--- config.mk ---
export PLATFORM = sky130hd
export DESIGN_NAME = signed_int_to_decimal_ascii
export DESIGN_NICKNAME = d
export VERILOG_FILES = /design/src/sv/sitda_pkg.sv /design/src/sv/signed_int_to_decimal_ascii.sv /design/src/sv/sitda_dabble.sv /design/src/sv/sitda_emit.sv
export SDC_FILE = /design/constraint.sdc
export NUM_CORES = 1
export LEC_CHECK = 0
export BUFFER_PORTS_ARGS = -buffer_cell sky130_fd_sc_hd__buf_2
export CORE_MARGIN = 8
export CORE_UTILIZATION = 30
export DETAILED_ROUTE_END_ITERATION = 12
export PLACE_DENSITY = 0.49
export SLEW_MARGIN = 40
export SYNTH_ARGS = -nofsm -noshare
export SYNTH_HDL_FRONTEND = slang
export SYNTH_SLANG_ARGS = --single-unit
export TNS_END_PERCENT = 50
--- constraint.sdc ---
create_clock -name clk_i -period 3.48 [get_ports clk_i]
set_clock_uncertainty 0.15 [all_clocks]
set_input_delay 0.174 -clock clk_i [delete_from_list [all_inputs] [get_ports clk_i]]
set_output_delay 0.174 -clock clk_i [all_outputs]
set_load 0.03 [all_outputs]
--- src/sv/sitda_pkg.sv ---
// Shared types and constants for the signed integer to decimal text block.
// No dependencies; imported by every module of the block.
package sitda_pkg;

  localparam int unsigned MagW      = 32;
  localparam int unsigned DigitW    = 4;
  localparam int unsigned NumDigits = 10;
  localparam int unsigned BcdW      = DigitW * NumDigits;
  localparam int unsigned CharW     = 6;

  localparam logic [CharW-1:0]  CharZero  = 6'd48;
  localparam logic [CharW-1:0]  CharMinus = 6'd45;
  localparam logic [DigitW-1:0] AdjLimit  = 4'd5;
  localparam logic [DigitW-1:0] AdjAdd    = 4'd3;

  // Finished conversion handed from the converter to the character sequencer.
  typedef struct packed {
    logic            valid;
    logic            neg;
    logic [BcdW-1:0] bcd;
  } conv_t;

endpackage

--- src/sv/signed_int_to_decimal_ascii.sv ---
// Top level: signed 32-bit integer to decimal ASCII characters.
// Depends on sitda_pkg, sitda_dabble and sitda_emit.
//
//   channel | handshake               | payload
//   --------+-------------------------+--------------------------
//   in      | in_valid_i / in_stall_o | value_i (32 bit signed)
//   out     | out_valid_o/out_stall_i | character_o (6), last_o
//
// After a transfer in, the converter makes 32 shift-add-3 passes, one a cycle,
// then the sequencer skips leading zeros at one digit a cycle and sends one
// character a cycle while out_stall_i is low; a new value is taken once the
// final character is loaded.
// Reset clears all control state; out_stall_i holds the current character and
// pauses the sequencer, while in_stall_o stays high until it moves on.
module signed_int_to_decimal_ascii (
  input  logic                        clk_i,
  input  logic                        rst_ni,
  input  logic                        in_valid_i,
  output logic                        in_stall_o,
  input  logic signed [31:0]          value_i,
  output logic                        out_valid_o,
  input  logic                        out_stall_i,
  output logic [sitda_pkg::CharW-1:0] character_o,
  output logic                        last_o
);
  import sitda_pkg::*;

  logic            accept;
  logic            neg;
  logic [MagW-1:0] mag;
  logic            dab_busy;
  logic            emit_busy;
  conv_t           conv;

  assign neg    = value_i[MagW-1];
  // Two's complement negation; the most negative value gives 2^31 unsigned.
  assign mag    = neg ? (~MagW'(value_i) + 1'b1) : MagW'(value_i);

  assign in_stall_o = dab_busy | emit_busy;
  assign accept     = in_valid_i & ~in_stall_o;

  sitda_dabble u_dabble (
    .clk_i    (clk_i),
    .rst_ni   (rst_ni),
    .start_i  (accept),
    .neg_i    (neg),
    .mag_i    (mag),
    .busy_o   (dab_busy),
    .result_o (conv)
  );

  sitda_emit u_emit (
    .clk_i       (clk_i),
    .rst_ni      (rst_ni),
    .conv_i      (conv),
    .busy_o      (emit_busy),
    .out_valid_o (out_valid_o),
    .out_stall_i (out_stall_i),
    .character_o (character_o),
    .last_o      (last_o)
  );

endmodule

--- src/sv/sitda_dabble.sv ---
// Iterative binary to BCD converter: one shift-add-3 pass per cycle.
// Depends on sitda_pkg.
module sitda_dabble (
  input  logic                        clk_i,
  input  logic                        rst_ni,
  input  logic                        start_i,
  input  logic                        neg_i,
  input  logic [sitda_pkg::MagW-1:0]  mag_i,
  output logic                        busy_o,
  output sitda_pkg::conv_t            result_o
);
  import sitda_pkg::*;

  localparam int unsigned CntW = $clog2(MagW);

  logic [MagW-1:0] shift_q, shift_d;
  logic [BcdW-1:0] bcd_q, bcd_d, adj;
  logic [CntW-1:0] cnt_q, cnt_d;
  logic            busy_q, busy_d;
  logic            done_q, done_d;
  logic            neg_q, neg_d;

  // Each BCD digit of five or more gets three added before the shift.
  always_comb begin
    for (int i = 0; i < NumDigits; i++) begin
      if (bcd_q[i*DigitW +: DigitW] >= AdjLimit) begin
        adj[i*DigitW +: DigitW] = bcd_q[i*DigitW +: DigitW] + AdjAdd;
      end else begin
        adj[i*DigitW +: DigitW] = bcd_q[i*DigitW +: DigitW];
      end
    end
  end

  always_comb begin
    shift_d = shift_q;
    bcd_d   = bcd_q;
    cnt_d   = cnt_q;
    busy_d  = busy_q;
    neg_d   = neg_q;
    done_d  = 1'b0;
    if (start_i) begin
      shift_d = mag_i;
      bcd_d   = '0;
      cnt_d   = '0;
      busy_d  = 1'b1;
      neg_d   = neg_i;
    end else if (busy_q) begin
      bcd_d   = {adj[BcdW-2:0], shift_q[MagW-1]};
      shift_d = {shift_q[MagW-2:0], 1'b0};
      cnt_d   = cnt_q + 1'b1;
      if (cnt_q == CntW'(MagW - 1)) begin
        busy_d = 1'b0;
        done_d = 1'b1;
      end
    end
  end

  always_ff @(posedge clk_i or negedge rst_ni) begin
    if (!rst_ni) begin
      busy_q <= 1'b0;
      done_q <= 1'b0;
      cnt_q  <= '0;
    end else begin
      busy_q <= busy_d;
      done_q <= done_d;
      cnt_q  <= cnt_d;
    end
  end

  always_ff @(posedge clk_i) begin
    shift_q <= shift_d;
    bcd_q   <= bcd_d;
    neg_q   <= neg_d;
  end

  assign busy_o         = busy_q | done_q;
  assign result_o.valid = done_q;
  assign result_o.neg   = neg_q;
  assign result_o.bcd   = bcd_q;

  a_start_idle : assert property (@(posedge clk_i) disable iff (!rst_ni)
    start_i |-> !busy_q && !done_q)
    else $error("conversion started while one was in progress");

  a_done_after_last : assert property (@(posedge clk_i) disable iff (!rst_ni)
    done_q |-> $past(busy_q) && $past(cnt_q) == CntW'(MagW - 1))
    else $error("conversion finished without a full set of passes");

  a_start_begins : assert property (@(posedge clk_i) disable iff (!rst_ni)
    start_i |=> busy_q && cnt_q == '0)
    else $error("conversion did not begin after start");

endmodule

--- src/sv/sitda_emit.sv ---
// Character sequencer: skips leading zero digits, then sends the sign and
// digits one transfer at a time through an output register. Depends on sitda_pkg.
module sitda_emit (
  input  logic                        clk_i,
  input  logic                        rst_ni,
  input  sitda_pkg::conv_t            conv_i,
  output logic                        busy_o,
  output logic                        out_valid_o,
  input  logic                        out_stall_i,
  output logic [sitda_pkg::CharW-1:0] character_o,
  output logic                        last_o
);
  import sitda_pkg::*;

  localparam int unsigned LeftW = $clog2(NumDigits + 1);

  typedef enum logic [1:0] {
    E_IDLE,
    E_SKIP,
    E_OUT
  } emit_state_e;

  emit_state_e       state_q;
  logic [BcdW-1:0]   digits_q;
  logic [LeftW-1:0]  left_q;
  logic              neg_q;
  logic              valid_q;
  logic [CharW-1:0]  char_q;
  logic              last_q;
  logic [DigitW-1:0] top_digit;
  logic              load_char;

  assign top_digit = digits_q[BcdW-1 -: DigitW];
  // A new character goes into the output register when it is empty or its
  // transfer completes at this edge.
  assign load_char = (state_q == E_OUT) && (!valid_q || !out_stall_i);

  always_ff @(posedge clk_i or negedge rst_ni) begin
    if (!rst_ni) begin
      state_q  <= E_IDLE;
      digits_q <= '0;
      left_q   <= '0;
      neg_q    <= 1'b0;
      valid_q  <= 1'b0;
      char_q   <= '0;
      last_q   <= 1'b0;
    end else begin
      if (load_char) begin
        valid_q <= 1'b1;
      end else if (!out_stall_i) begin
        valid_q <= 1'b0;
      end
      case (state_q)
        E_IDLE: begin
          if (conv_i.valid) begin
            digits_q <= conv_i.bcd;
            left_q   <= LeftW'(NumDigits);
            neg_q    <= conv_i.neg;
            state_q  <= E_SKIP;
          end
        end
        E_SKIP: begin
          // The final digit is always sent, so a zero value still prints '0'.
          if (top_digit == '0 && left_q > LeftW'(1)) begin
            digits_q <= {digits_q[BcdW-DigitW-1:0], {DigitW{1'b0}}};
            left_q   <= left_q - 1'b1;
          end else begin
            state_q <= E_OUT;
          end
        end
        E_OUT: begin
          if (load_char) begin
            if (neg_q) begin
              char_q <= CharMinus;
              last_q <= 1'b0;
              neg_q  <= 1'b0;
            end else begin
              char_q   <= CharZero + CharW'(top_digit);
              last_q   <= (left_q == LeftW'(1));
              digits_q <= {digits_q[BcdW-DigitW-1:0], {DigitW{1'b0}}};
              left_q   <= left_q - 1'b1;
              if (left_q == LeftW'(1)) begin
                state_q <= E_IDLE;
              end
            end
          end
        end
        default: begin
          state_q <= E_IDLE;
        end
      endcase
    end
  end

  assign busy_o      = (state_q != E_IDLE);
  assign out_valid_o = valid_q;
  assign character_o = char_q;
  assign last_o      = last_q;

  a_load_when_idle : assert property (@(posedge clk_i) disable iff (!rst_ni)
    conv_i.valid |-> state_q == E_IDLE)
    else $error("conversion result arrived while characters were being sent");

  a_left_nonzero : assert property (@(posedge clk_i) disable iff (!rst_ni)
    state_q != E_IDLE |-> left_q != '0)
    else $error("digit count ran out before the last character");

  a_last_is_digit : assert property (@(posedge clk_i) disable iff (!rst_ni)
    valid_q && last_q |-> char_q != CharMinus)
    else $error("final character is not a digit");

endmodule

Yosys cells after proc, flatten, opt, wreduce, memory -nomap -nowiden
Cells that the tools add are included.
{ "totals": {"regBits": 135, "mem_count": 0, "in_bits": 36, "latchBits": 0, "word_cells": 113, "mem_bits_ro": 0, "output_inout_bits": 9, "ramBits": 0} }
{ "op_classes": {"div_mod_pow": 0, "bitwise_logic": 5, "n_addsub": 14, "n_lt_le_gt_ge": 11, "n_reduce_logical": 15, "muxes": 44, "n_eq_ne": 11, "shifts": 0, "mul": 0} }
{ "op_table": {"columns": ["operator", "count"], "rows": [
  ["$mux W40", 4],
  ["$pmux W40 S3", 1],
  ["$mux W32", 3],
  ["$mux W4", 13],
  ["$ge A4 B3 Y1 const B", 10],
  ["$add A4 B2 Y4 const B", 9],
  ["$add A32 B1 Y32 const B", 1],
  ["$not A32 Y32", 1],
  ["$pmux W4 S3", 1],
  ["$mux W1", 11],
  ["$mux W2", 5],
  ["$mux W5", 2],
  ["$reduce_and A5 Y1", 2],
  ["$ne A2 B2 Y1 const B", 4],
  ["$add A5 B5 Y6 const A", 1],
  ["$mux W6", 1],
  ["$ne A2 B1 Y1 const B", 3],
  ["$pmux W2 S3", 1],
  ["$reduce_bool A2 Y1", 3],
  ["$add A5 B1 Y5 const B", 1],
  ["$eq A5 B5 Y1 const B", 1],
  ["$eq A4 B1 Y1 const B", 1],
  ["$gt A4 B1 Y1 const B", 1],
  ["$logic_not A4 Y1", 1],
  ["16 further kinds", 19]
]} }

Longest topological paths before layout
Gate-level depths: netlist of run 1.
{ "logic_depth": {"depth_word": 5, "mapped_depth": 10, "mapped_depth_nobuf": 8} }

By module
Synthesis of run 1 repeated with hierarchy kept, for this count alone.
{ "hier_totals": {"hier_cells": 725, "hier_area_um2": 7669.9} }
{ "modules_own_cells": {"columns": ["mod", "instances", "area_per_inst_um2", "cells_each", "seq_area_each_um2"], "rows": [
  ["sitda_dabble", 1, 4171.5, 408, 1966.9],
  ["sitda_emit", 1, 2791.4, 215, 1376.3],
  ["signed_int_to_decimal_ascii", 1, 706.9, 102, 0.0]
]} }

Worst setup path before layout of run 1
No wires, ideal clock.
{ "synth_timing": {"path_kind": "reg-to-reg", "start": "register u_emit.state_q[0]", "end": "register u_dabble.shift_q[0], enable pin", "arrival_ns": 2.010, "stages_incl_launch_ff": 9, "slack_ns": 0.843, "n_path_buf": 2, "setup_time_ns": 0.478, "cell_sequence": "dfrtp_1 inv_1 ha_1 nand2b_1 nor2_1 nand2_1 clkbuf_1 clkbuf_1 nand2_1"} }
{ "synth_between": {"elab_chain_cells": 5} }
{ "synth_lines": {"columns": ["element", "line_no", "rtl"], "rows": [
  ["start: declaration", "sitda_emit.sv:23", "emit_state_e state_q;"],
  ["start signal: assignment", "sitda_emit.sv:40", "state_q <= E_IDLE;"],
  ["start signal: assignment", "sitda_emit.sv:59", "state_q <= E_SKIP;"],
  ["start signal: assignment", "sitda_emit.sv:68", "state_q <= E_OUT;"],
  ["$reduce_bool A2 Y1", "sitda_emit.sv:95", "assign busy_o = (state_q != E_IDLE);"],
  ["$or A1 B1 Y1", "signed_int_to_decimal_ascii.sv:39", "assign in_stall_o = dab_busy | emit_busy;"],
  ["$not A1 Y1", "signed_int_to_decimal_ascii.sv:40", "assign accept = in_valid_i & ~in_stall_o;"],
  ["$and A1 B1 Y1", "signed_int_to_decimal_ascii.sv:40", null],
  ["$reduce_bool A2 Y1 (no line)", null, null],
  ["end signal: assignment", "sitda_dabble.sv:71", "shift_q <= shift_d;"],
  ["end: declaration", "sitda_dabble.sv:16", "logic [MagW-1:0] shift_q, shift_d;"]
]} }
Every way passes these cells.
A chain may end at the register's enable or synchronous reset.

Worst setup path after layout of run 1
{ "layout_timing": {"start": "input value_i[0]", "end": "register u_dabble.shift_q[28], data pin"} }
{ "layout_between": {"elab_chain_cells": 4} }
{ "layout_lines": {"columns": ["element", "line_no", "rtl"], "rows": [
  ["start: declaration", "signed_int_to_decimal_ascii.sv:20", "input logic signed [31:0] value_i,"],
  ["$not A32 Y32", "signed_int_to_decimal_ascii.sv:37", "assign mag = neg ? (~MagW'(value_i) + 1'b1) : MagW'(value_i);"],
  ["$add A32 B1 Y32", "signed_int_to_decimal_ascii.sv:37", null],
  ["$mux W32", "signed_int_to_decimal_ascii.sv:37", null],
  ["$mux W32", "sitda_dabble.sv:41", "if (start_i) begin"],
  ["via u_dabble.shift_d[28]", "sitda_dabble.sv:16", null]
]} }
The timed path passes the listed nets, and every way through them passes these cells.

==> results, run 1 <==
- The portion of the post-synthesis area used by sequential elements is 0.475.
- The largest fanout of any net on the critical path is 4.
- STA classifies the critical path startpoint as an input pin.
- The maximum clock rate is between 300 and 400 MHz.
- The number of placed instances, taps included, is roughly 1100.
- In the synthesized netlist the dominant register cell turns out to be dfrtp_1.
- The number of synthesis warnings is 0.
- Walking the worst path, the cells encountered are dlygate4sd3_1 -> buf_2 -> inv_1 -> ha_1 -> or3b_2 -> or4b_4 -> o41ai_4 -> xor2_1 -> o21ai_1.
- On the worst path, the slowest cell contributes a delay of approximately 560 ps.
- By area the synthesized netlist is led by dfrtp_1, edfxtp_1, dfxtp_1, mux2i_1, a21oi_1.
- The startpoint of the most critical setup path is value_i[0].
- The kind of cell with the highest combined delay on the critical path is simple AND/OR/NAND/NOR gates.
- The number of placed I/O pins is 45.
- The sum of negative setup slack is 0 ps.
- Of the total synthesized cell area, the portion taken by full adders, half adders and majority gates is 0.0515.
- The number of setup buffers added after CTS is 0.
- The complex-gate fraction of the synthesized area was 0.160.
- The TritonCTS clock tree is built.
- Buffers inserted during clock tree synthesis total 17.
- In the global route stage, overall resource usage came out at 0.115.
- The overall die width is ~170 um.
- The number of global-route vias before repair is around 5200.
- The netlist area before placement is between 7000 and 8000 sq um.
- The leakage component of the power is about 3.6 nW.
- The global placer's final weighted congestion is around 0.73.
- Excluding fillers, the count of instances in the completed layout stands at 1130.
- The endpoint arrival time on the critical path is about 2600 ps.
- Clock latency on the worst-skew pair, taken at its later pin, is 420 ps.
- The critical path contains buffers and inverters numbering 3 combined.
- The worst vdd rail ir drop is 0.000490 V.
- The distinct cell type count after synthesis is 47.
- The number of I/O port buffers is 44.
- The total placed instance area is about 7600 sq um.
- The share of synthesized area in the top cell type comes to 0.220.
- The clock root buffer is clkbuf_16.
- Counting cells, the worst reg-to-reg path comes to 9.
- The die covers between 20000 and 30000 sq um.
- The floorplan has 56 rows.
- The worst setup path is of the input pin to flop kind.
- The count of endpoints failing hold in the final timing report is 0.
- The post-layout minimum cycle time is 2610 ps.
- For the worst setup path, the data required time is between 3000 and 4000 ps.
- The core footprint is ~23000 sq um.
- The total number of vias is about 5300.
- Counting every sink on the clock net gives between 100 and 150.
- The worst setup path is captured at a flop.
- The worst hold path belongs to the class input pin to flop.
- The area growth from synthesis to final layout is 18.7%.
- The number of buffers on the longest clock path is 2.
- When the netlist entered floorplanning its net count stood at around 800.
- The power density relative to cell area is roughly 1000 nW/um^2.
- The pin count of the biggest net entering global routing is 89.
- In the final layout, the share of cells above drive strength 1 is 0.132.
- The initial utilization of the core area, before any placement, comes to 0.303.
- The number of antenna violations at the first check in global routing is 0.
- The mux cell area share after synthesis is 0.0698.
- The worst register-to-register path begins at u_emit.state_q[0].
- The final-stage net count is 863.
- In the synthesized netlist, the number of instances is 749.
- Counting flops with an async set or reset pin after synthesis yields a share of 0.459.
- By area, the combinational part of the netlist is dominated by compound AO/OA/AOI/OAI gates.
- The remaining global-route overflow is 0.
- Max-cap violations in this run came to 0.
- The final setup violation count is 0.
- The final wirelength is approximately 16000 um.
- The clock transition at the register clock pins on the worst setup and hold paths after CTS is around 70 ps.
- The flow ran to the end, and the final reports show no timing, DRC or antenna violations.
- The transition time at the pin with the least slew margin is roughly 650 ps.
- The synthesized design contains 33 enable-type register cells.
- Once layout is done, the placed cells without fillers occupy ~8400 sq um.
- In this run, post-CTS repair resized a total of 0 instances.
- The post-detailed-placement half-perimeter wirelength is about 11000 um.
- In the final routed layout, each cell accounts on average for 13.8 um.
- The termination of the worst setup path is u_dabble.shift_q[28].
- The reg-to-reg setup timing slack is ~1200 ps.
- The worst-path cell with the longest stage delay is or4b_4.
- The post-route DRC violation count is 0.
- The count of H-tree levels built during CTS is 4.
- The detailed-routing iteration count for the pre-antenna-repair pass is 4.
- The count of final max-slew check failures was 0.
- In this run the critical register-to-register path is captured at u_dabble.shift_q[31].
- Each instance of the synthesized netlist takes up on average approximately 9.4 sq um.
- The first global-routing pass estimated 26500 um of wire.
- The die span in y is 169 um.
- The detailed router finished its first iteration with around 280 violations.
- The parity-gate share of the synthesized area counting xor and xnor cells is 0.0609.
- The via density per instance is 4.70.
- In this run the remaining antenna-violating nets after routing total 0.
- Of the total synthesized cell area, the portion taken by AND, OR, NAND and NOR gates is 0.141.
- The largest area contributor in the synthesized netlist is dfrtp_1.
- Setup repair after global routing left no endpoint under its margin.
- Of the available clock period, the critical path in the final layout requires 0.751.
- Counting buffers and inverters, the worst setup path is 9 cells deep.
- The register bit count reported by yosys is roughly 140.
- The relative slew slack is 0.565.
- The number of antenna diodes in the final layout is 0.
==> placed cells by master, fill, tap and decap left out, drive strengths merged, types with 15 or more instances in the layout <==
cell type	synthesis	routed
o21ai	71	71
ha	29	29
xor2	37	37
mux2i	48	48
dfrtp	62	62
nor2	70	70
inv	37	40
buf	9	56
a21oi	73	73
edfxtp	33	33
nand2	80	80
nand3	16	16
o31ai	15	15
dfxtp	40	40
clkbuf	30	19
==> where the power goes <==
group	total, W	internal, W	switching (W)
registers	0.00308	0.00252	0.000559
clock network	0.00179	0.00108	0.000711
logic	0.00363	0.00155	0.00208
==> repair_timing <==
item / CTS / global route
hold buffers: 13 / 0
endpoints found under the hold margin: 41 / 0
setup endpoints to repair: 0 / 0
==> Yosys cell counts, types with 4 or more instances <==
cell and number:
nand2_1 80, a21oi_1 73, nor2_1 70, o21ai_0 66, dfrtp_1 62, mux2i_1 48, dfxtp_1 40, inv_1 37
xor2_1 37, edfxtp_1 33, clkbuf_1 30, ha_1 29, nand3_1 16, nand2b_1 14, o31ai_1 14, xnor2_1 12
nor3_1 11, o22ai_1 11, o41ai_1 8, a31o_2 7, buf_1 6, o21ai_1 5, or3_1 4
==> kinds of logic after synthesis <==
kind of cell	count (synthesis)
adders and majority gates	29
DFF	135
muxes	49
AOI/OAI and AO/OA	191
xor gates and xnor gates	49
buffers and inverters	77
and+or+nand+nor	219
==> worst register-to-register path: stages (launching register included) <==
cell	delay (ps)
dfrtp_1	410
inv_1	100
ha_2	210
nand2b_1	110
nor2_1	200
nand2_2	180
inv_1	110
buf_4	310
nand3b_1	120
o31ai_1	240
==> metal layers <==
| metal | routed length, um | global-route usage | vias up | part of all wire |
|---|---|---|---|---|
| li1 | - | - | 2721 | - |
| met1 | 7770 | 0.152 | 2524 | 0.50 |
| met2 | 7280 | 0.179 | 55 | 0.47 |
| met3 | 416 | 0.0323 | 12 | 0.027 |
| met4 | 171 | 0.0350 | 0 | 0.011 |
| met5 | 0 | 0 | - | 0 |
==> worst min path at each step <==
stage / end / cells after the start / from
floorplan: u_dabble.busy_q / 0 / rst_ni
global placement: u_emit.digits_q[23] / 1 / rst_ni
detailed placement: u_emit.digits_q[23] / 1 / rst_ni
CTS: u_dabble.shift_q[7] / 3 / value_i[7]
global route: u_dabble.shift_q[20] / 3 / value_i[20]
finish: u_dabble.shift_q[20] / 3 / value_i[20]
==> state kept, by name, indices dropped and copies added, names as in the netlist <==
name,cells
u_dabble.bcd_q,40
u_emit.digits_q,40
u_dabble.shift_q,32
u_emit.character_o,6
u_dabble.cnt_q,5
u_emit.left_q,4
u_emit.state_q,2
u_dabble.busy_q,1
u_dabble.done_q,1
u_dabble.neg_q,1
u_emit.last_o,1
u_emit.neg_q,1
u_emit.out_valid_o,1
==> layout make-up <==
cell class | count | area (sq um)
Fill cell | 2411 | 14900
Timing Repair Buffer | 69 | 468
Multi-Input combinational cell | 537 | 3420
Clock inverter | 13 | 146
Clock buffer | 19 | 443
Sequential cell | 135 | 3340
Inverter | 38 | 143
Tap cell | 319 | 399
==> metrics by stage <==
stage	power [W]	hold slack, ps	utilization	worst slack (ps)
finish	0.00850	21.0	0.359	867
global route	0.00929	17.6	0.359	781
CTS	0.00864	0.747	0.359	893
detailed placement	0.00677	141	0.328	1000
global placement	0.00672	139	0.328	1010
floorplan	0.00582	-272	-	843
No activity file was read; power rests on OpenSTA's default activity.
==> run 2, diff against run 1 <==
Settings changed: ABC_AREA set to 1, PLACE_DENSITY 0.49 to 0.51.
Clock period 3.48 ns to 2.4 ns, I/O delays scaled along.
==> run 2 against run 1 <==
Compared with the run above: global-route usage grew 0.90 points; utilization grew 0.64 points; area after synthesis grew 4.3%; final area grew 5.8%; largest cell class unchanged; largest power group unchanged.
==> results, run 2 <==
- The region available for standard cell placement spans 24200 sq um.
- The number of placed I/O pins is 45.
- Counting the fill cells in the layout gives approximately 2500.
- The netlist area before placement is 7350 sq um.
- The first detailed-routing pass took 5 iterations.
- The DRC marker count from the first detailed-route iteration is 437.
- In the final layout, the registers with the most flip-flops are u_dabble.bcd_q x40, u_emit.digits_q x40, u_dabble.shift_q x32.
- Entering global routing, the biggest net connects slightly above 70 pins.
- The later pin in the worst-skew pair is clocked with a latency of roughly 420 ps.
- Dividing total power by cell area gives a power density of between 1000 and 1500 nW/um^2.
- The path category of the worst min-delay check is input pin to flop.
- The async set-or-reset flop fraction in the synthesized netlist is 0.459.
- The tree built by TritonCTS fans out to about 140 sinks.
- The global placer's final weighted congestion is around 0.85.
- The count of H-tree levels built during CTS is 4.
- Headroom to the max-slew limit came out at 0.625.
- For the finished layout, the period the worst path requires is approximately 2000 ps.
- The count of endpoints failing hold in the final timing report is 0.
- TritonCTS built the clock tree.
- Setup repair after global routing left no endpoint under its margin.
- Of all cell types, the one taking the most synthesized area is dfrtp_1.
- The number of setup buffers added after CTS is 0.
- The share of synthesized area in the top cell type comes to 0.211.
- Across every metal layer, demand over resource in global routing totals 0.124.
- The most common library cell in the layout ignoring fill and taps is nand2_1.
- Setup slack on the critical path of the routed design comes to roughly 400 ps.
- After layout, the design draws a total of roughly 0.012 W.
- The maximum clock rate is between 500 and 600 MHz.
- The clock transition at the register clock pins on the worst setup and hold paths after CTS is about 60 ps.
- The total overflow left after global routing is 0.
- From synthesis to final layout, the design area changed by 20.4%.
- The number of antenna diodes in the final layout is 0.
- The number of routed nets with antenna violations is 0.
- The run finished with clean final reports.
- No sink is reached through more buffers than the 2 on the longest clock path.
- Sorting the synthesized cells by area gives the leading types as dfrtp_1, edfxtp_1, nand2_1, dfxtp_1, o21ai_0.
- Counting every net in the synthesized netlist gives about 1000.
- The most numerous cell type found on the critical path is inv_1.
- The worst setup path is launched from a flop.
- Across all register-to-register paths, the minimum setup slack is 400 ps.
- The starting utilization of the core area is 0.304.
- The count of final max-slew check failures came to 0.
- In the routed design, unresolved DRC markers number 0.
- In the layout the commonest cells are nand2_1, inv_1, o21ai_0.
- In the routed layout, each cell is associated on average with a via count of approximately 4.5.
- The number of enable-type register cells in the synthesized netlist is 33.
- The number of antenna violations at the first check in global routing is 0.
- The endpoint arrival time on the critical path is between 2000 and 2500 ps.
- The per-cell routed wire length is 12.8 um.
- The sum of negative setup slack is 0 ps.
- The element type at the critical path end is a flop.
- The most repeated cell in the gate-level netlist after synthesis is nand2_1.
- In this design, the stage delay of the slowest critical-path cell is 410 ps.
- The overall die width is roughly 170 um.
- The portion of the clock cycle consumed by the worst path in the final layout is 0.832.
- The number of global-route vias before repair came to 5928.
- Row generation in the floorplan step produced 57 rows.
- The post-synthesis instance total is roughly 950.
- The number of clock buffers added by TritonCTS is 17.
- The worst vdd rail ir drop is just under 0.0006 V.
- After detailed routing, the total wire length is 17400 um.
- The count of cells along the worst hold path is 4.
- Among cell families on the critical path, the largest total delay comes from buffers and inverters.
- The critical path required time is about 2600 ps.
- The critical path start-end classification is flop to flop.
- The commonest cells after synthesis are nand2_1, inv_1, o21ai_0.
- The leakage component of the power is roughly 4.2 nW.
- The register bit count reported by yosys is roughly 140.
- In the final layout, the share of cells above drive strength 1 is 0.103.
- The first global-routing pass estimated 29500 um of wire.
- Detailed placement ended at an HPWL of 12200 um.
- The signal on the critical path passes through inv_1 -> ha_2 -> nand2_1 -> inv_1 -> nand3_2 -> inv_2 -> nor2_2 -> inv_2 -> buf_4 -> nand2_1 -> o21ai_0 -> inv_1.
- The worst register-to-register path has a depth of 12.
- The share of the Yosys chip area taken by registers is 0.455.
- The final-stage net count is approximately 1100.
- Setup violations remaining at the end of the flow were counted as 0.
- The max-cap check violation count is 0.
- The transition time at the pin with the least slew margin is between 500 and 600 ps.
- The number of gates on the worst path with buffers counted is 12.
- The number of I/O port buffers is between 40 and 50.
- The die area is around 30000 sq um.
- In this run the worst path has a maximum fanout of 20.
- The worst-path cell with the longest stage delay is dfrtp_1.
- The number of synthesis warnings is 0.
- The total number of vias is 6147.
- The clock root buffer is clkbuf_16.
- In this run the vertical extent of the chip is 172 um.
- Prior to clock tree synthesis, the placed netlist has a worst setup slack of 384 ps.
- Averaged over all synthesized cells, the footprint is slightly below 8 sq um.
- The most used flip-flop cell after synthesis is dfrtp_1.
- Together, buffers and inverters on the worst path number 6.
- The distinct cell type count after synthesis is 36.
## run 2: changes by cell type in the layout (fill, tap and decap cells not counted), sizes merged, moves of 16 or more
cell,change
inv,+75
mux2i,-47
nand2,+147
nand3,+45
nor2,+16
o21ai,+60
## run 2: cell families (layout without fill, tap and decap cells)
family | count (synthesis) | count (layout) | share of synthesized area
muxes | 1 | 1 | 0.00136
and+or+nand+nor | 388 | 388 | 0.216
buffers and inverters | 155 | 238 | 0.0872
DFF | 135 | 135 | 0.455
adders and majority gates | 29 | 29 | 0.0494
AOI/OAI and AO/OA | 215 | 215 | 0.157
xor gates and xnor gates | 28 | 28 | 0.0334
## run 2: worst paths after layout
| path | to | start |
|---|---|---|
| worst min register to register | u_dabble.bcd_q[39] | u_dabble.bcd_q[39] |
| worst min-delay path | u_dabble.bcd_q[39] | in_valid_i |
| worst max-delay path | u_dabble.cnt_q[0] | u_emit.state_q[1] |
| worst max register to register | u_dabble.cnt_q[0] | u_emit.state_q[1] |
| max in group asynchronous | u_emit.digits_q[26] | rst_ni |
| min in group asynchronous | u_emit.last_o | rst_ni |
## run 2: repair_timing
action,in CTS,in global routing
hold buffers,28,0
hold endpoints to repair,49,0
resized for setup,0,0
## run 2: stage by stage
stage               instances  utilization  cell area [sq um]  hold slack [ps]
floorplan                 951            -               7350             -326
global placement         1298        0.330               7970           -0.475
detailed placement       1298        0.330               7970             6.37
CTS                      1358        0.366               8850             8.51
global route             1358        0.366               8850             40.2
finish                   1358        0.366               8850             14.9
## run 2: final cells by class
cell class / count / area [sq um] / area share
Multi-Input combinational cell: 661 / 3370 / 0.380
Sequential cell: 135 / 3340 / 0.378
Timing Repair Buffer: 90 / 698 / 0.0789
Clock buffer: 25 / 505 / 0.0571
Inverter: 116 / 435 / 0.0492
Tap cell: 324 / 405 / 0.0458
Clock inverter: 7 / 92.6 / 0.0105
## run 2: where the power goes
part / total (W) / switching [W] / leakage (nW) / internal [W]
clock: 0.00263 / 0.000968 / 0.297 / 0.00167
sequential: 0.00410 / 0.000559 / 1.47 / 0.00354
combinational: 0.00528 / 0.00331 / 2.40 / 0.00197
total: 0.0120 / 0.00483 / 4.16 / 0.00718
## run 2: worst register-to-register path, delay by kind of cell, from the launching register on
family	cells	cell delay (ps)
and+or+nand+nor	4	330
DFF	1	410
AOI/OAI and AO/OA	1	70
adders and majority gates	1	190
buffers and inverters	6	740
## run 2: metal layers
layer / global-route usage / up-vias / share of wire
met5: 0 / - / 0
met4: 0.0416 / 0 / 0.014
met3: 0.0272 / 17 / 0.035
met2: 0.194 / 93 / 0.45
met1: 0.167 / 2781 / 0.51
li1: - / 3256 / -
==> run 3, diff against run 2 <==
Settings changed: ABC_AREA 1 to 0.
Clock period 2.4 ns to 1.73 ns, I/O delays scaled along.
==> run 3 against run 2 <==
Compared with the run above: the run now ends with negative setup slack left; sequential share of layout area is 4.6 points lower; clock power increased by 38%; worst setup slack got worse by 650 ps; utilization grew 6.7 points; register-to-register slack got worse by 610 ps; final cell count decreased by 7.7%; die area shrank 3.7%; highest routed layer unchanged.
==> results, run 3 (synthesized netlist as in run 1, its figures left out) <==
- The run finished, with violations left.
- The checks that failed: negative setup slack.
- The largest fanout of any net on the critical path is 3.
- Counting I/O delays and the setup requirement, the final critical path takes ~2000 ps.
- The initialized floorplan defines 56 standard-cell rows.
- The relative slew slack is 0.549.
- The number of placed I/O pins is 45.
- The global routing usage on met1 is 0.160.
- The clock passes through at most 2 buffers.
- The number of global-route vias before repair is 5864.
- The power density relative to cell area is 1960 nW/um^2.
- The layout filler cell count is around 2300.
- After detailed routing, the number of remaining DRC violations is 0.
- Leaving out fill and tap cells, the most frequent cells in the layout are buf_4, nor2_1, dfrtp_1.
- The global placer's final weighted congestion is 0.741.
- The die area is 28600 sq um.
- The area growth from synthesis to final layout is 43.1%.
- The sum of negative setup slack is -19620 ps.
- TritonCTS built the clock tree.
- The first global-routing pass estimated 29500 um of wire.
- Entering global routing, the biggest net connects a little under 50 pins.
- For this configuration, the core starts out at a cell density of 0.303.
- The maximum cell stage delay along the critical path is ~380 ps.
- Summed over all layers, the routed wires come to 17700 um.
- The die is around 170 um tall.
- The total number of vias is 5853.
- The share of the core filled with cells in the final layout is 0.433.
- The global routing stage identified its most utilized layer as met2.
- The count of final max-slew check failures is 0.
- The number of antenna violations at the first check in global routing is 0.
- The detail route stage leaves a number of antenna-violating nets equal to 0.
- The region available for standard cell placement spans around 23000 sq um.
- The signal on the critical path passes through inv_2 -> ha_4 -> nand2b_4 -> nor2_4 -> buf_4 -> buf_6 -> inv_2 -> buf_6.
- After detailed routing, the number of vias per cell comes to between 4 and 5.
- The share of layout cells above drive strength 1 is 0.319.
- Setup repair after global routing could not meet its margin everywhere.
- The most common library cell in the layout ignoring fill and taps is buf_4.
- The portion of the clock cycle consumed by the worst path in the final layout is 1.14.
- The critical path start-end classification is flop to output port.
- The number of antenna diodes in the final layout is 0.
- The largest registers in the layout are u_dabble.bcd_q x40, u_emit.digits_q x40, u_dabble.shift_q x32.
- The transition time at the pin with the least slew margin is roughly 670 ps.
- The max-cap check violation count is 0.
- The critical path launch point type is a flop.
- After layout, the worst setup slack is -250 ps.
- Buffers inserted during clock tree synthesis total 17.
- In the global route stage, overall resource usage came out at 0.127.
- Buffers placed on the I/O ports in this run total between 40 and 50.
- Data on the critical path is required at its endpoint by 1490 ps.
- Static timing analysis puts the maximum clock frequency at 505 MHz.
- The H-tree was split into 4 levels.
- In the final layout, the multi-input gates occupy 3800 sq um.
- Measured along the x axis, the die boundary spans approximately 170 um.
- Setup violations remaining at the end of the flow were counted as 149.
- STA classifies the critical path endpoint as an output port.
- The detailed-routing iteration count for the pre-antenna-repair pass is 4.
- The global-route track usage on met3 is 0.0286.
- The sequential cells in the finished layout cover a total of 3340 sq um.
- The count of endpoints failing hold in the final timing report is 0.
- The tree is rooted in a clkbuf_16.
- For this run, global-route usage on met2 was measured as 0.214.
- The worst vdd rail ir drop is just over 0.0008 V.
- In the final design database the tool counted about 1000 nets.
- For this design, the sink count on the clock tree is around 140.
- The largest individual stage delay along the critical path comes from the cell dfrtp_1.
- The clock reaches the later pin of the worst-skew pair after between 400 and 500 ps.
- The path class of the tightest hold or removal check is input pin to flop.
- The endpoint arrival time on the critical path is between 1500 and 2000 ps.
- After legalization and detailed placement, the total HPWL measured ~12000 um.
- The per-cell routed wire length is between 10 and 15 um.
- In this run the static leakage power is roughly 4.4 nW.
- For this run the aggregate overflow at the end of global routing stands at 0.
- In this run, the number of DRC markers left after iteration 0 of detailed routing was 242.
- Clock-pin slew was measured on the worst setup and hold paths at about 60 ps.
-- run 3: changes by cell type in the layout (fill, tap and decap cells not counted), moves of 17 or more --
cell	before	now
nand2_1	225	61
nor2_1	85	64
mux2i_1	1	48
buf_4	13	90
nand3_1	59	15
a21oi_2	0	24
inv_1	112	31
o21ai_0	97	44
o21ai_1	30	13
-- run 3: cell type report --
class	count	share of cell area
Clock inverter	9	0.00869
Inverter	38	0.0155
Sequential cell	135	0.332
Tap cell	319	0.0396
Multi-Input combinational cell	538	0.377
Clock buffer	23	0.0495
Timing Repair Buffer	191	0.178
-- run 3: worst paths after layout --
path / cells past startpoint / from / to / slack, ps
min reg2reg: 1 / u_emit.character_o[5] / u_emit.character_o[5] / 310
min: 4 / value_i[4] / u_dabble.shift_q[4] / 10
min in group asynchronous: 3 / rst_ni / u_emit.character_o[3] / 70
max reg2reg: 9 / u_emit.state_q[0] / u_dabble.shift_q[6] / -210
max in group asynchronous: 3 / rst_ni / u_emit.state_q[0] / 320
max: 8 / u_emit.state_q[0] / in_stall_o / -250
-- run 3: what timing repair did --
| item | 4_1_cts | 5_1_grt |
|---|---|---|
| hold endpoints to repair | 83 | 0 |
| cloned | 7 | 5 |
| hold buffers | 22 | 0 |
| setup endpoints to repair | 158 | 162 |
| buffers inserted | 11 | 5 |
| pin swaps | 19 | 12 |
| resized for setup | 72 | 43 |
-- run 3: per-stage QoR --
| step | hold slack [ps] | power (W) | instance area, sq um | setup WS [ps] | cells |
|---|---|---|---|---|---|
| after floorplan | -359 | 0.0124 | 7280 | -322 | 749 |
| after global placement | -124 | 0.0151 | 8600 | -538 | 1177 |
| after detailed placement | -120 | 0.0153 | 8600 | -555 | 1177 |
| after CTS | 2.14 | 0.0197 | 9860 | -230 | 1247 |
| after global routing | 25.7 | 0.0214 | 10100 | -333 | 1253 |
| final | 11.7 | 0.0198 | 10100 | -250 | 1253 |
-- run 3: critical path: cells and delay by family (launching register included) --
family                     cells  cell delay [ps]
and+or+nand+nor                2              300
buffers and inverters          5              480
adders and majority gates      1              150
DFF                            1              380
-- run 3: power by group --
| group | total (W) | leakage, nW | switching, W | internal (W) |
|---|---|---|---|---|
| registers | 0.00620 | 1.41 | 0.00112 | 0.00508 |
| logic | 0.00995 | 2.70 | 0.00508 | 0.00487 |
| clock network | 0.00362 | 0.285 | 0.00144 | 0.00218 |
| total | 0.0198 | 4.40 | 0.00764 | 0.0121 |
-- run 3: layer usage --
| layer | share of wire | vias to the layer above |
|---|---|---|
| li1 | - | 2959 |
| met1 | 0.47 | 2798 |
| met2 | 0.49 | 81 |
| met3 | 0.031 | 15 |
| met4 | 0.0093 | 0 |
| met5 | 0 | - |
